$ cat config.mk
export PLATFORM = sky130hd
export DESIGN_NAME = sha256_message_hash_core
export DESIGN_NICKNAME = d
export VERILOG_FILES = /design/src/rtl/core/sha256_pkg.sv /design/src/rtl/core/sha256_round.sv /design/src/rtl/core/sha256_message_hash_core.sv
export SDC_FILE = /design/constraint.sdc
export NUM_CORES = 2
export LEC_CHECK = 0
export BUFFER_PORTS_ARGS = -buffer_cell sky130_fd_sc_hd__buf_2
export CAP_MARGIN = 0
export CORE_MARGIN = 4
export CORE_UTILIZATION = 45
export CTS_CLUSTER_DIAMETER = 200
export DETAILED_ROUTE_END_ITERATION = 10
export GPL_TIMING_DRIVEN = 0
export SLEW_MARGIN = 20
export SYNTH_ARGS = -nofsm -noshare
export SYNTH_HDL_FRONTEND = slang
export SYNTH_SLANG_ARGS = --single-unit
$ cat constraint.sdc
create_clock -name i_clk -period 10.6 [get_ports i_clk]
set_clock_uncertainty 0.15 [all_clocks]
set_input_delay 3.18 -clock i_clk [delete_from_list [all_inputs] [get_ports i_clk]]
set_output_delay 3.18 -clock i_clk [all_outputs]
set_load 0.02 [all_outputs]
$ cat src/rtl/core/sha256_pkg.sv
// ----------------------------------------------------------------------------
// sha256_pkg
// Shared types and constants for the SHA-256 message hash core.
// ----------------------------------------------------------------------------
package sha256_pkg;

    typedef struct packed {
        logic [7:0] data_byte;
        logic       byte_present;
        logic       end_of_message;
    } t_in_word;

    typedef struct packed {
        logic [63:0] digest_part;
        logic [1:0]  part_index;
        logic        last_part;
    } t_out_word;

    // control from sequencer to round unit
    typedef struct packed {
        logic       load;    // copy hash words into working registers
        logic       step;    // run one round
        logic [5:0] round;
        logic       fold;    // add working registers into hash words
        logic       init;    // reload initial hash values
    } t_rnd_ctl;

    localparam logic [7:0] PAD_BYTE   = 8'h80;
    localparam logic [5:0] LEN_OFFSET = 6'd56;

    localparam logic [255:0] INIT_HASH = {
        32'h6a09e667, 32'hbb67ae85, 32'h3c6ef372, 32'ha54ff53a,
        32'h510e527f, 32'h9b05688c, 32'h1f83d9ab, 32'h5be0cd19};

    function automatic logic [31:0] round_k(input logic [5:0] r);
        logic [31:0] k;
        begin
            case (r)
                6'd0:  k = 32'h428a2f98; 6'd1:  k = 32'h71374491;
                6'd2:  k = 32'hb5c0fbcf; 6'd3:  k = 32'he9b5dba5;
                6'd4:  k = 32'h3956c25b; 6'd5:  k = 32'h59f111f1;
                6'd6:  k = 32'h923f82a4; 6'd7:  k = 32'hab1c5ed5;
                6'd8:  k = 32'hd807aa98; 6'd9:  k = 32'h12835b01;
                6'd10: k = 32'h243185be; 6'd11: k = 32'h550c7dc3;
                6'd12: k = 32'h72be5d74; 6'd13: k = 32'h80deb1fe;
                6'd14: k = 32'h9bdc06a7; 6'd15: k = 32'hc19bf174;
                6'd16: k = 32'he49b69c1; 6'd17: k = 32'hefbe4786;
                6'd18: k = 32'h0fc19dc6; 6'd19: k = 32'h240ca1cc;
                6'd20: k = 32'h2de92c6f; 6'd21: k = 32'h4a7484aa;
                6'd22: k = 32'h5cb0a9dc; 6'd23: k = 32'h76f988da;
                6'd24: k = 32'h983e5152; 6'd25: k = 32'ha831c66d;
                6'd26: k = 32'hb00327c8; 6'd27: k = 32'hbf597fc7;
                6'd28: k = 32'hc6e00bf3; 6'd29: k = 32'hd5a79147;
                6'd30: k = 32'h06ca6351; 6'd31: k = 32'h14292967;
                6'd32: k = 32'h27b70a85; 6'd33: k = 32'h2e1b2138;
                6'd34: k = 32'h4d2c6dfc; 6'd35: k = 32'h53380d13;
                6'd36: k = 32'h650a7354; 6'd37: k = 32'h766a0abb;
                6'd38: k = 32'h81c2c92e; 6'd39: k = 32'h92722c85;
                6'd40: k = 32'ha2bfe8a1; 6'd41: k = 32'ha81a664b;
                6'd42: k = 32'hc24b8b70; 6'd43: k = 32'hc76c51a3;
                6'd44: k = 32'hd192e819; 6'd45: k = 32'hd6990624;
                6'd46: k = 32'hf40e3585; 6'd47: k = 32'h106aa070;
                6'd48: k = 32'h19a4c116; 6'd49: k = 32'h1e376c08;
                6'd50: k = 32'h2748774c; 6'd51: k = 32'h34b0bcb5;
                6'd52: k = 32'h391c0cb3; 6'd53: k = 32'h4ed8aa4a;
                6'd54: k = 32'h5b9cca4f; 6'd55: k = 32'h682e6ff3;
                6'd56: k = 32'h748f82ee; 6'd57: k = 32'h78a5636f;
                6'd58: k = 32'h84c87814; 6'd59: k = 32'h8cc70208;
                6'd60: k = 32'h90befffa; 6'd61: k = 32'ha4506ceb;
                6'd62: k = 32'hbef9a3f7; 6'd63: k = 32'hc67178f2;
                default: k = 32'h0;
            endcase
            return k;
        end
    endfunction

endpackage

$ cat src/rtl/core/sha256_round.sv
// ----------------------------------------------------------------------------
// sha256_round
// Shared round unit: working registers a..h and chained hash words; one compression
// round per cycle while step is high, with load, fold and reload of the hash.
// ----------------------------------------------------------------------------
module sha256_round (
    input  logic                 i_clk,
    input  logic                 i_rst_n,
    input  sha256_pkg::t_rnd_ctl i_ctl,
    input  logic [31:0]          i_w,
    output logic [255:0]         o_hash
);

    logic [31:0] r_a, r_b, r_c, r_d, r_e, r_f, r_g, r_h;
    logic [31:0] r_hw [8];
    logic [31:0] bs0, bs1, ch, mj, t1;

    // round function
    always_comb begin
        bs1 = {r_e[5:0], r_e[31:6]} ^ {r_e[10:0], r_e[31:11]} ^ {r_e[24:0], r_e[31:25]};
        ch  = (r_e & r_f) ^ (~r_e & r_g);
        t1  = r_h + bs1 + ch + sha256_pkg::round_k(i_ctl.round) + i_w;
        bs0 = {r_a[1:0], r_a[31:2]} ^ {r_a[12:0], r_a[31:13]} ^ {r_a[21:0], r_a[31:22]};
        mj  = (r_a & r_b) ^ (r_a & r_c) ^ (r_b & r_c);
    end

    // working registers
    always_ff @(posedge i_clk) begin
        if (!i_rst_n) begin
            r_a <= 32'h0; r_b <= 32'h0; r_c <= 32'h0; r_d <= 32'h0;
            r_e <= 32'h0; r_f <= 32'h0; r_g <= 32'h0; r_h <= 32'h0;
        end else if (i_ctl.load) begin
            r_a <= r_hw[0]; r_b <= r_hw[1]; r_c <= r_hw[2]; r_d <= r_hw[3];
            r_e <= r_hw[4]; r_f <= r_hw[5]; r_g <= r_hw[6]; r_h <= r_hw[7];
        end else if (i_ctl.step) begin
            r_h <= r_g; r_g <= r_f; r_f <= r_e; r_e <= r_d + t1;
            r_d <= r_c; r_c <= r_b; r_b <= r_a; r_a <= t1 + bs0 + mj;
        end
    end

    // chained hash words
    always_ff @(posedge i_clk) begin
        if (!i_rst_n || i_ctl.init) begin
            for (int i = 0; i < 8; i++) begin
                r_hw[i] <= sha256_pkg::INIT_HASH[255 - 32*i -: 32];
            end
        end else if (i_ctl.fold) begin
            r_hw[0] <= r_hw[0] + r_a; r_hw[1] <= r_hw[1] + r_b;
            r_hw[2] <= r_hw[2] + r_c; r_hw[3] <= r_hw[3] + r_d;
            r_hw[4] <= r_hw[4] + r_e; r_hw[5] <= r_hw[5] + r_f;
            r_hw[6] <= r_hw[6] + r_g; r_hw[7] <= r_hw[7] + r_h;
        end
    end

    assign o_hash = {r_hw[0], r_hw[1], r_hw[2], r_hw[3],
                     r_hw[4], r_hw[5], r_hw[6], r_hw[7]};

endmodule

$ cat src/rtl/core/sha256_message_hash_core.sv
// ----------------------------------------------------------------------------
// sha256_message_hash_core
// SHA-256 over a byte stream, digest delivered as four 64-bit words.
// ----------------------------------------------------------------------------
// Input channel: one message byte per word (i_in_valid / o_in_stall). A word
// with byte_present low and end_of_message low is dropped. end_of_message
// closes the message; a byte on the same word is taken first.
// A byte that does not fill a block does not stall the input. A byte that
// fills a block stalls the input through load, 64 rounds on the shared
// round unit and fold. An end word then runs a single final block (pad,
// length, load, rounds, fold), or two when the length does not fit, and
// emits four digest words, 0 to 3, on the output channel (o_out_valid /
// i_out_stall); each is held on the output while stalled, and the input
// stays stalled until the last digest word is taken. The hash words then
// reload the initial values for the next message.
// The single round unit runs 64 rounds per 64-byte block, and the input
// stays stalled meanwhile, so no new byte is taken until the block is folded.
// Reset (synchronous, active low) clears the control, the counters and the
// working registers and loads the initial hash words; the schedule store
// has no reset, every entry is written before it is read.
// ----------------------------------------------------------------------------
module sha256_message_hash_core (
    input  logic                  i_clk,
    input  logic                  i_rst_n,
    input  logic                  i_in_valid,
    output logic                  o_in_stall,
    input  sha256_pkg::t_in_word  i_in_data,
    output logic                  o_out_valid,
    input  logic                  i_out_stall,
    output sha256_pkg::t_out_word o_out_data
);

    typedef enum logic [6:0] {
        ST_IDLE  = 7'b0000001,
        ST_LOAD  = 7'b0000010,
        ST_ROUND = 7'b0000100,
        ST_FOLD  = 7'b0001000,
        ST_PAD   = 7'b0010000,
        ST_LEN   = 7'b0100000,
        ST_OUT   = 7'b1000000
    } t_state;

    t_state      r_state, n_state;
    logic [5:0]  r_cnt;        // bytes pending in the block
    logic [63:0] r_bits;
    logic [5:0]  r_round;
    logic        r_end;        // end of message pending after this block
    logic        r_final;      // this block carries the length
    logic [1:0]  r_part;
    logic [31:0] r_sched [16];
    logic [31:0] w_val, x15, x2, x16, x7, ls0, ls1;
    logic [3:0]  idx;
    logic [255:0] hash;
    sha256_pkg::t_rnd_ctl ctl;
    logic        take;
    logic        out_take;

    assign take     = i_in_valid && !o_in_stall;
    assign out_take = o_out_valid && !i_out_stall;
    assign o_in_stall = (r_state != ST_IDLE);

    // message schedule ring
    assign idx = r_round[3:0];
    always_comb begin
        x15 = r_sched[idx + 4'd1];
        x2  = r_sched[idx + 4'd14];
        x16 = r_sched[idx];
        x7  = r_sched[idx + 4'd9];
        ls0 = {x15[6:0], x15[31:7]} ^ {x15[17:0], x15[31:18]} ^ (x15 >> 3);
        ls1 = {x2[16:0], x2[31:17]} ^ {x2[18:0], x2[31:19]} ^ (x2 >> 10);
        w_val = (r_round[5:4] == 2'd0) ? x16 : (x16 + ls0 + x7 + ls1);
    end

    // round unit control
    always_comb begin
        ctl.load  = (r_state == ST_LOAD);
        ctl.step  = (r_state == ST_ROUND);
        ctl.round = r_round;
        ctl.fold  = (r_state == ST_FOLD);
        ctl.init  = out_take && r_part == 2'd3;
    end

    sha256_round u_round (
        .i_clk   (i_clk),
        .i_rst_n (i_rst_n),
        .i_ctl   (ctl),
        .i_w     (w_val),
        .o_hash  (hash)
    );

    // schedule writes: bytes, padding, length, round expansion
    always_ff @(posedge i_clk) begin
        if (r_state == ST_IDLE && take && i_in_data.byte_present) begin
            case (r_cnt[1:0])
                2'd0: r_sched[r_cnt[5:2]] <= {i_in_data.data_byte, 24'h0};
                2'd1: r_sched[r_cnt[5:2]][23:16] <= i_in_data.data_byte;
                2'd2: r_sched[r_cnt[5:2]][15:8]  <= i_in_data.data_byte;
                2'd3: r_sched[r_cnt[5:2]][7:0]   <= i_in_data.data_byte;
                default: ;
            endcase
        end else if (r_state == ST_ROUND) begin
            r_sched[idx] <= w_val;
        end else if (r_state == ST_PAD) begin
            for (int i = 0; i < 16; i++) begin
                if (4'(i) == r_cnt[5:2]) begin
                    case (r_cnt[1:0])
                        2'd0: r_sched[i] <= {sha256_pkg::PAD_BYTE, 24'h0};
                        2'd1: r_sched[i][23:0] <= {sha256_pkg::PAD_BYTE, 16'h0};
                        2'd2: r_sched[i][15:0] <= {sha256_pkg::PAD_BYTE, 8'h0};
                        2'd3: r_sched[i][7:0]  <= sha256_pkg::PAD_BYTE;
                        default: ;
                    endcase
                end else if (4'(i) > r_cnt[5:2]) begin
                    r_sched[i] <= 32'h0;
                end
            end
        end else if (r_state == ST_LEN) begin
            for (int i = 0; i < 14; i++) begin
                if (r_cnt >= sha256_pkg::LEN_OFFSET) r_sched[i] <= 32'h0;
            end
            r_sched[14] <= r_bits[63:32];
            r_sched[15] <= r_bits[31:0];
        end
    end

    // sequencer
    always_comb begin
        n_state = r_state;
        case (r_state)
            ST_IDLE: begin
                if (take && i_in_data.byte_present && r_cnt == 6'd63) begin
                    n_state = ST_LOAD;
                end else if (take && i_in_data.end_of_message) begin
                    n_state = ST_PAD;
                end
            end
            ST_LOAD:  n_state = ST_ROUND;
            ST_ROUND: if (r_round == 6'd63) n_state = ST_FOLD;
            ST_FOLD: begin
                if (r_final) n_state = ST_OUT;
                else if (r_end && r_cnt >= sha256_pkg::LEN_OFFSET) n_state = ST_LEN;
                else if (r_end) n_state = ST_PAD;
                else n_state = ST_IDLE;
            end
            ST_PAD: n_state = (r_cnt >= sha256_pkg::LEN_OFFSET) ? ST_LOAD : ST_LEN;
            ST_LEN: n_state = ST_LOAD;
            ST_OUT: if (out_take && r_part == 2'd3) n_state = ST_IDLE;
            default: n_state = ST_IDLE;
        endcase
    end

    always_ff @(posedge i_clk) begin
        if (!i_rst_n) begin
            r_state <= ST_IDLE;
            r_cnt   <= 6'd0;
            r_bits  <= 64'd0;
            r_round <= 6'd0;
            r_end   <= 1'b0;
            r_final <= 1'b0;
            r_part  <= 2'd0;
        end else begin
            r_state <= n_state;
            case (r_state)
                ST_IDLE: begin
                    if (take) begin
                        r_end <= i_in_data.end_of_message;
                        if (i_in_data.byte_present) begin
                            r_cnt  <= r_cnt + 6'd1;
                            r_bits <= r_bits + 64'd8;
                        end
                    end
                end
                ST_ROUND: r_round <= r_round + 6'd1;
                ST_PAD: begin
                    // two final blocks when the length does not fit
                    if (r_cnt >= sha256_pkg::LEN_OFFSET) begin
                        r_final <= 1'b0;
                    end else begin
                        r_final <= 1'b1;
                    end
                end
                ST_FOLD: begin
                    if (!r_final && r_end && r_cnt >= sha256_pkg::LEN_OFFSET) begin
                        // padding block done, length block next
                        r_final <= 1'b1;
                    end
                end
                ST_OUT: begin
                    if (out_take) begin
                        r_part <= r_part + 2'd1;
                        if (r_part == 2'd3) begin
                            r_cnt   <= 6'd0;
                            r_bits  <= 64'd0;
                            r_end   <= 1'b0;
                            r_final <= 1'b0;
                        end
                    end
                end
                default: ;
            endcase
        end
    end

    // output word straight from the chained hash
    assign o_out_valid = (r_state == ST_OUT);
    always_comb begin
        o_out_data.digest_part = hash[255 - 64*r_part -: 64];
        o_out_data.part_index  = r_part;
        o_out_data.last_part   = (r_part == 2'd3);
    end

`ifndef ASSERT_OFF
    a_stall_busy: assert property (@(posedge i_clk) disable iff (!i_rst_n)
        (r_state != ST_IDLE) |-> o_in_stall)
        else $error("input accepted while busy");
    a_round_cnt: assert property (@(posedge i_clk) disable iff (!i_rst_n)
        (r_state != ST_ROUND) |-> (r_round == 6'd0))
        else $error("round counter not back at zero");
    a_last_reset: assert property (@(posedge i_clk) disable iff (!i_rst_n)
        (out_take && r_part == 2'd3) |=> (r_cnt == 6'd0 && r_bits == 64'd0))
        else $error("message state not cleared after digest");
`endif

endmodule
[Word-level counts from Yosys, hierarchy flattened]
Memories as Yosys holds them, arrays and structs flattened. A register that Yosys moved wholly into a read port is not among the register bits.
Cells that the tools add are included.
Widths: inputs -> output; s select.
Word-level totals
  memories kept: 3
  bits in latches: 0
  bits in writable memories: 768
  ROM bits: 2048
  input bits: 14
  word-level logic and storage cells: 1019
  bits in registers: 343
  output and inout bits: 69
Operators by class
  add/sub/neg operators: 26
  div/mod/pow operators: 0
  shifts and indexed selects: 1
  $mul: 0
  reduce and logical (&&, ||, !) cells: 29
  eq/ne operators: 37
  $lt $le $gt $ge: 17
  mux-type cells: 687
  bitwise operators: 204
Memories
  (no name shown): words 64, bits a word 32, read ports 1, clocked after memory_dff 1, wr ports 0, line sha256_pkg.sv:38  | case (r)
  r_sched: words 16, bits a word 32, read ports 4, clocked after memory_dff 1, wr ports 16, line sha256_message_hash_core.sv:50  | logic [31:0] r_sched [16];
  u_round.r_hw: words 8, bits a word 32, read ports 8, clocked after memory_dff 0, wr ports 8, line sha256_round.sv:15  | logic [31:0] r_hw [8];
Operators by type and width (number)
  $mux 8: 147
  $mux 32: 27
  $add 32x32->32: 18
  $mux 1: 452
  $mux 24: 16
  $shiftx 319x33->64: 1
  $xor 32x32->32: 9
  $mux 16: 16
  $mux 64: 4
  $or 1x1->1: 187
  $and 32x32->32: 5
  $pmux 64 s2: 1
  $add 64x4->64 const B: 1
  $reduce_or 32->1: 2
  $pmux 7 s7: 1
  $mux 6: 8
  $mux 7: 5
  $eq 4x4->1 const A: 8
  $gt 4x4->1 const A: 8
  $not 32->32: 1
  $xor 32x22->32: 1
  $xor 32x29->32: 1
  $mux 4: 6
  $eq 3x4->1 const A: 4
  other kinds (40): 72

[Logic depth before layout (Yosys ltp)]
  depth after elaboration: 14
  mapped depth: 51
  gate-level depth less buffers: 48

[Cells and area by module]
From an unflattened synthesis, not the netlist that was laid out.
Unflattened totals
  cells, all modules: 9100
  area total of the unflattened synthesis: 85465.7 um2
By module, submodules not included
  sha256_round: area each 44194.9 um2, times used 1, cells an instance 5210, sequential area each 12812.3 um2
  sha256_message_hash_core: area each 41270.8 um2, times used 1, cells an instance 3890, sequential area each 12602.1 um2

[Least setup slack after synthesis]
No wires, ideal clock.
  path kind: reg2reg
  start point: register r_round[0]
  end point: register u_round.r_a[31]
  library setup time: 0.122 ns
  path slack: -0.330 ns
  required time: 10.328 ns
  cell stages (with the launch flop): 49
  period minus slack after synthesis: 10.930 ns
  buffers on the path: 4
  arrival time: 10.658 ns
  cell sequence: dfxtp_1 -> ha_1 -> buf_6 -> buf_2 -> buf_1 -> clkbuf_1 -> mux4_2 -> mux4_2 -> xor2_1 -> xnor2_1 -> fa_1 -> fa_1 -> inv_1 -> ha_1 -> fa_1 -> a211oi_1 -> o21ai_0 -> a31oi_1 -> [13 not listed] -> a21o_1 -> a21o_1 -> xor2_1 -> inv_1 -> fa_1 -> inv_1 -> ha_1 -> nand4_1 -> nor2_1 -> o21a_1 -> nor2_1 -> a21oi_1 -> nand3_1 -> a311o_1 -> o21ai_0 -> xnor2_1 -> xnor2_1 -> o21ai_1
On the way
  word-level cells in the longest chain between the ends: 13
  elaborated cells between the ends (all ways): 17
  those cells by class: 9 x add/sub; 3 x mux; 4 x bitwise; 1 x memory
RTL lines
  from (decl): line sha256_message_hash_core.sv:46  | logic [5:0] r_round;
  from (signal assigned): line sha256_message_hash_core.sv:173  | ST_ROUND: r_round <= r_round + 6'd1;
  $add 4x1->4: line sha256_message_hash_core.sv:65  | x15 = r_sched[idx + 4'd1];
  $mem_v2 16x32 *
  $xor 32x32->32: line sha256_message_hash_core.sv:69  | ls0 = {x15[6:0], x15[31:7]} ^ {x15[17:0], x15[31:18]} ^ (x15 >> 3);
  $xor 32x29->32: line sha256_message_hash_core.sv:69
  $add 32x32->32 (2 in a row): line sha256_message_hash_core.sv:71  | w_val = (r_round[5:4] == 2'd0) ? x16 : (x16 + ls0 + x7 + ls1);
  $add 32x32->32 *: line sha256_message_hash_core.sv:71
  $mux 32 *: line sha256_message_hash_core.sv:71
  $add 32x32->32 *: line sha256_round.sv:22  | t1 = r_h + bs1 + ch + sha256_pkg::round_k(i_ctl.round) + i_w;
  $add 32x32->32 * (2 in a row): line sha256_round.sv:37  | r_d <= r_c; r_c <= r_b; r_b <= r_a; r_a <= t1 + bs0 + mj;
  $mux 32 *: line sha256_round.sv:35  | end else if (i_ctl.step) begin
  $mux 32 *: line sha256_round.sv:32  | end else if (i_ctl.load) begin
  to (signal assigned): line sha256_round.sv:33  | r_a <= r_hw[0]; r_b <= r_hw[1]; r_c <= r_hw[2]; r_d <= r_hw[3];
  to (signal assigned): line sha256_round.sv:37
  to (decl): line sha256_round.sv:14  | logic [31:0] r_a, r_b, r_c, r_d, r_e, r_f, r_g, r_h;
Mark *: on every way between the ends. The rest lies on a longest branch, timed or not. The select of a mux whose other input is x is not followed.
A chain may end at the register's enable or synchronous reset.

[Worst setup path in the final report]
  start point: register r_round[1]
  end point: register u_round.r_a[31]
The elaborated chain is that of the path after synthesis.

==> results by group <==
Critical path
  – Endpoint class of the critical path: flip-flop
  – Setup slack, reg-to-reg: -1.35 ns
  – CP peak stage delay: roughly 0.67 ns
  – Setup CP Type: flip-flop to flip-flop
  – CP max FO: 10
  – WP data arrival: 12.48 ns
  – Critical Path Source Type: flip-flop
  – R2r startpoint: r_round[1]$_SDFFE_PN0P_
  – WP data required: approximately 11 ns
  – FF-to-FF End: u_round.r_a[31]$_SDFFE_PN0P_
  – Critical Path Slowest Stage Cell: mux4_2
  – R2R cell count: 44
  – Crit-path most repeated cell: fa_1

Die
  – Core Area: between 150000 and 200000 um^2
  – Row count: between 150 and 200
  – Die Y: roughly 440 um
  – IO Pins: 83
  – Initial Util: 45.22%
  – Total die area: 195700 um^2
  – Die Width: 442.4 um

Placed design
  – I/O Buffers: slightly above 80
  – Post-placement cell count: 11490
  – Final GP Congestion: 1.159
  – Post-DP HPWL: just under 400000 um
  – DP Area: 89890 um^2

Global routing
  – Vias in the first global route: around 77000
  – GRT Total Usage: 48.35%
  – Grt ovf: 0
  – Initial antenna violation count: 61
  – Largest net degree at the start of global routing: just over 50
  – First-pass GRT wire length: about 650000 um

Synthesis
  – Avg Inst Size Synth: between 9 and 10 um^2
  – Yosys top cell by area: dfxtp_1
  – Post-synth EDFFs: between 300 and 400
  – Flops & latches, synth: approximately 1100
  – Synth top cells by count: 918 x nand2_1, 829 x dfxtp_1, 587 x nor2_1
  – Largest cells by area after synthesis: dfxtp_1 20%, mux4_2 15%, edfxtp_1 11%
  – Share of flip-flops with an asynchronous set or reset: 0%
  – Area share of the largest cell type after synthesis: 19.54%
  – Cell count after synthesis: roughly 8900
  – Synthesized Nets: 9457
  – Post-Syn Area: roughly 85000 um^2
  – Seq/Total Area, Yosys: just over 30%
  – Most frequent cell after synthesis: nand2_1
  – Netlist cell types: approximately 110
  – Synth Flop Type: dfxtp_1
  – Yosys Warn Count: 0

Hold path
  – WHS Path Cells: 2
  – Type of the tightest min-delay check: flip-flop to flip-flop
  – Worst Hold Launch: r_sched[13][14]$_SDFFE_PP0P_
  – Min-Delay Endpoint: r_sched[13][14]$_SDFFE_PP0P_

Clocking
  – Clock buffer depth: 3
  – Root Driver: clkbuf_16
  – Clock transition at path regs: approximately 0.06 ns
  – Worst skew pair latency: approximately 0.84 ns
  – CTS tree: done
  – H-tree Lvls: 4
  – CTS Buf Count: approximately 140
  – Sink Count: 1144

Outcome
  – Status: complete, but fails checks
  – Violated checks: negative setup slack

Layout
  – Post-Layout Cell Count: between 10000 and 15000
  – FILL cells: 17110
  – Layout cell share with drive strength beyond 1: between 10% and 20%
  – Synthesis-to-finish area growth: 15.35%
  – Nets@finish: 9859
  – Design Area, Final: 97950 um^2
  – Post-route core utilization: 52.16%

Drt
  – DRC Markers: 0
  – DR iter-0 viols: 16100
  – WL per Instance: between 40 and 50 um
  – Routed via count: 84940
  – Drt pass-1 iters: 9
  – DR vias/cell: 7.139
  – Total wire length: 492400 um
  – Detail Route Antenna Nets: 0

Power and ir drop
  – Sequential power share: between 30% and 40%
  – Max IR drop VDD: 0.0002915 V
  – PnR Total Power: roughly 16 mW
  – PD cells: approximately 170 nW/um^2
  – Switching Fraction: approximately two fifths
  – Leak: 37.46 nW
  – Sw power: about 6.5 mW
  – Combinational cell fraction of total power: a little under two fifths
  – Clock power share: between 30% and 40%
  – Internal power: between 9 and 10 mW

STA
  – Min Tclk post-route: 11.95 ns
  – Setup-failing EPs final: 31
  – Worst hold slack: between 0.3 and 0.4 ns
  – Worst slew pin tran: roughly 1.3 ns
  – Slew HR: about a tenth
  – Final Hold Fails: 0
  – Final Slew Violations: 0
  – Setup ws final: -1.352 ns
  – RSZ-0062 raised after global routing: yes
  – Period Utilization, post-route: 112.8%
  – Peak Freq: roughly 0.084 GHz

Run
  – Max-cap violation count: 0
==> routing by layer <==
metal / part of all wire (%) / wire length [um] / up-vias / GRT usage, %
met5: 0.22 / 1094 / - / 1.978
met4: 6.5 / 31980 / 42 / 25.06
met2: 37 / 184100 / 7468 / 62.42
met1: 38 / 184700 / 42500 / 63.58
li1: - / - / 33420 / -
met3: 18 / 90500 / 1507 / 26.87
==> cell usage in the layout, fill, tap and decap left out, drive strengths merged, types with 73 or more instances in the layout <==
cell / Yosys / layout
a22oi: 266 / 266
a31oi: 73 / 73
nand2: 918 / 918
nand2b: 114 / 114
a211oi: 76 / 76
ha: 397 / 397
buf: 174 / 433
a21boi: 234 / 234
dfxtp: 829 / 829
nor2: 603 / 603
nor3: 128 / 128
xnor2: 345 / 345
nand3: 226 / 226
clkbuf: 367 / 579
xor2: 268 / 268
o21ai: 580 / 580
a21oi: 510 / 510
fa: 195 / 195
inv: 491 / 499
mux4: 572 / 572
a21o: 212 / 212
edfxtp: 315 / 315
a22o: 160 / 160
==> sequential cells by signal, summed over array words and instances, names as in the netlist, 32 cells and up, named ones only <==
name	cells
u_round.r_f	32
u_round.r_g	32
u_round.r_a	32
u_round.r_hw	256
u_round.r_b	32
u_round.r_h	32
r_bits	61
u_round.r_d	32
u_round.r_e	32
r_sched	512
u_round.r_c	32
==> through the flow <==
| stage | setup slack [ns] | setup TNS [ns] |
|---|---|---|
| after global placement | -6.452 | -1800.99 |
| after detailed placement | -4.860 | -181.58 |
| after CTS | -0.8177 | -10.75 |
| after floorplan | 0.009092 | 0 |
| final | -1.352 | -22.62 |
| after global routing | -1.399 | -25.94 |
==> power groups by stage <==
stage               clock (mW)  sequential, mW  combinational, mW
global placement             0            5.17               5.00
global route              5.20            5.12               6.51
finish                    5.06            5.11               6.31
CTS                       5.04            5.07               5.61
detailed placement           0            5.16               5.21
floorplan                    0            5.03               3.33
==> layout make-up <==
cell class / count / area, um^2 / share of cell area (%)
clock buffer: 215 / 4228 / 4.316
timing repair buffer: 261 / 2502 / 2.555
multi-input combinational: 6673 / 56580 / 57.76
inverter: 493 / 1867 / 1.906
antenna: 30 / 75.07 / 0.07664
buffer: 537 / 3053 / 3.117
sequential: 1144 / 26070 / 26.61
clock inverter: 49 / 456.7 / 0.4663
tap: 2495 / 3122 / 3.187
==> worst max path at each step <==
stage	start	to	slack, ns	cells after the start
global placement	r_round[0]$_SDFFE_PN0P_	u_round.r_a[31]$_SDFFE_PN0P_	-6.45	49
CTS	r_round[1]$_SDFFE_PN0P_	u_round.r_a[31]$_SDFFE_PN0P_	-0.82	51
global route	r_round[1]$_SDFFE_PN0P_	u_round.r_a[31]$_SDFFE_PN0P_	-1.40	44
floorplan	r_round[0]$_SDFFE_PN0P_	u_round.r_a[31]$_SDFFE_PN0P_	0.009	47
finish	r_round[1]$_SDFFE_PN0P_	u_round.r_a[31]$_SDFFE_PN0P_	-1.35	44
detailed placement	r_round[1]$_SDFFE_PN0P_	u_round.r_a[31]$_SDFFE_PN0P_	-4.86	50
==> critical path, delay by kind of cell, from the launching register on <==
family                     cells  cell delay, ns
buffers and inverters          8            1.29
muxes                          2            1.03
and+or+nand+nor                3            0.75
adders and majority gates      9            3.47
DFF                            1            0.38
AOI/OAI and AO/OA             16            3.40
xor gates and xnor gates       6            1.24
==> kinds of logic (layout without fill, tap and decap cells) <==
family,count (synthesis),count (layout),synth area share [%]
flops,1144,1144,30.68
xor+xnor,613,613,6.340
compound gates,2511,2511,19.48
other cells,0,30,0
simple gates,2333,2333,12.41
buf+inv,1034,1555,4.834
mux,619,619,15.75
fa+ha+maj,597,597,10.51
==> what timing repair did <==
item | in CTS | in global routing
resized for setup | 347 | 145
buffers inserted | 84 | 37
endpoints found under the setup margin | 103 | 38
pin swaps | 64 | 57
hold buffers | 0 | 0
(Power assumes the default switching activity.)
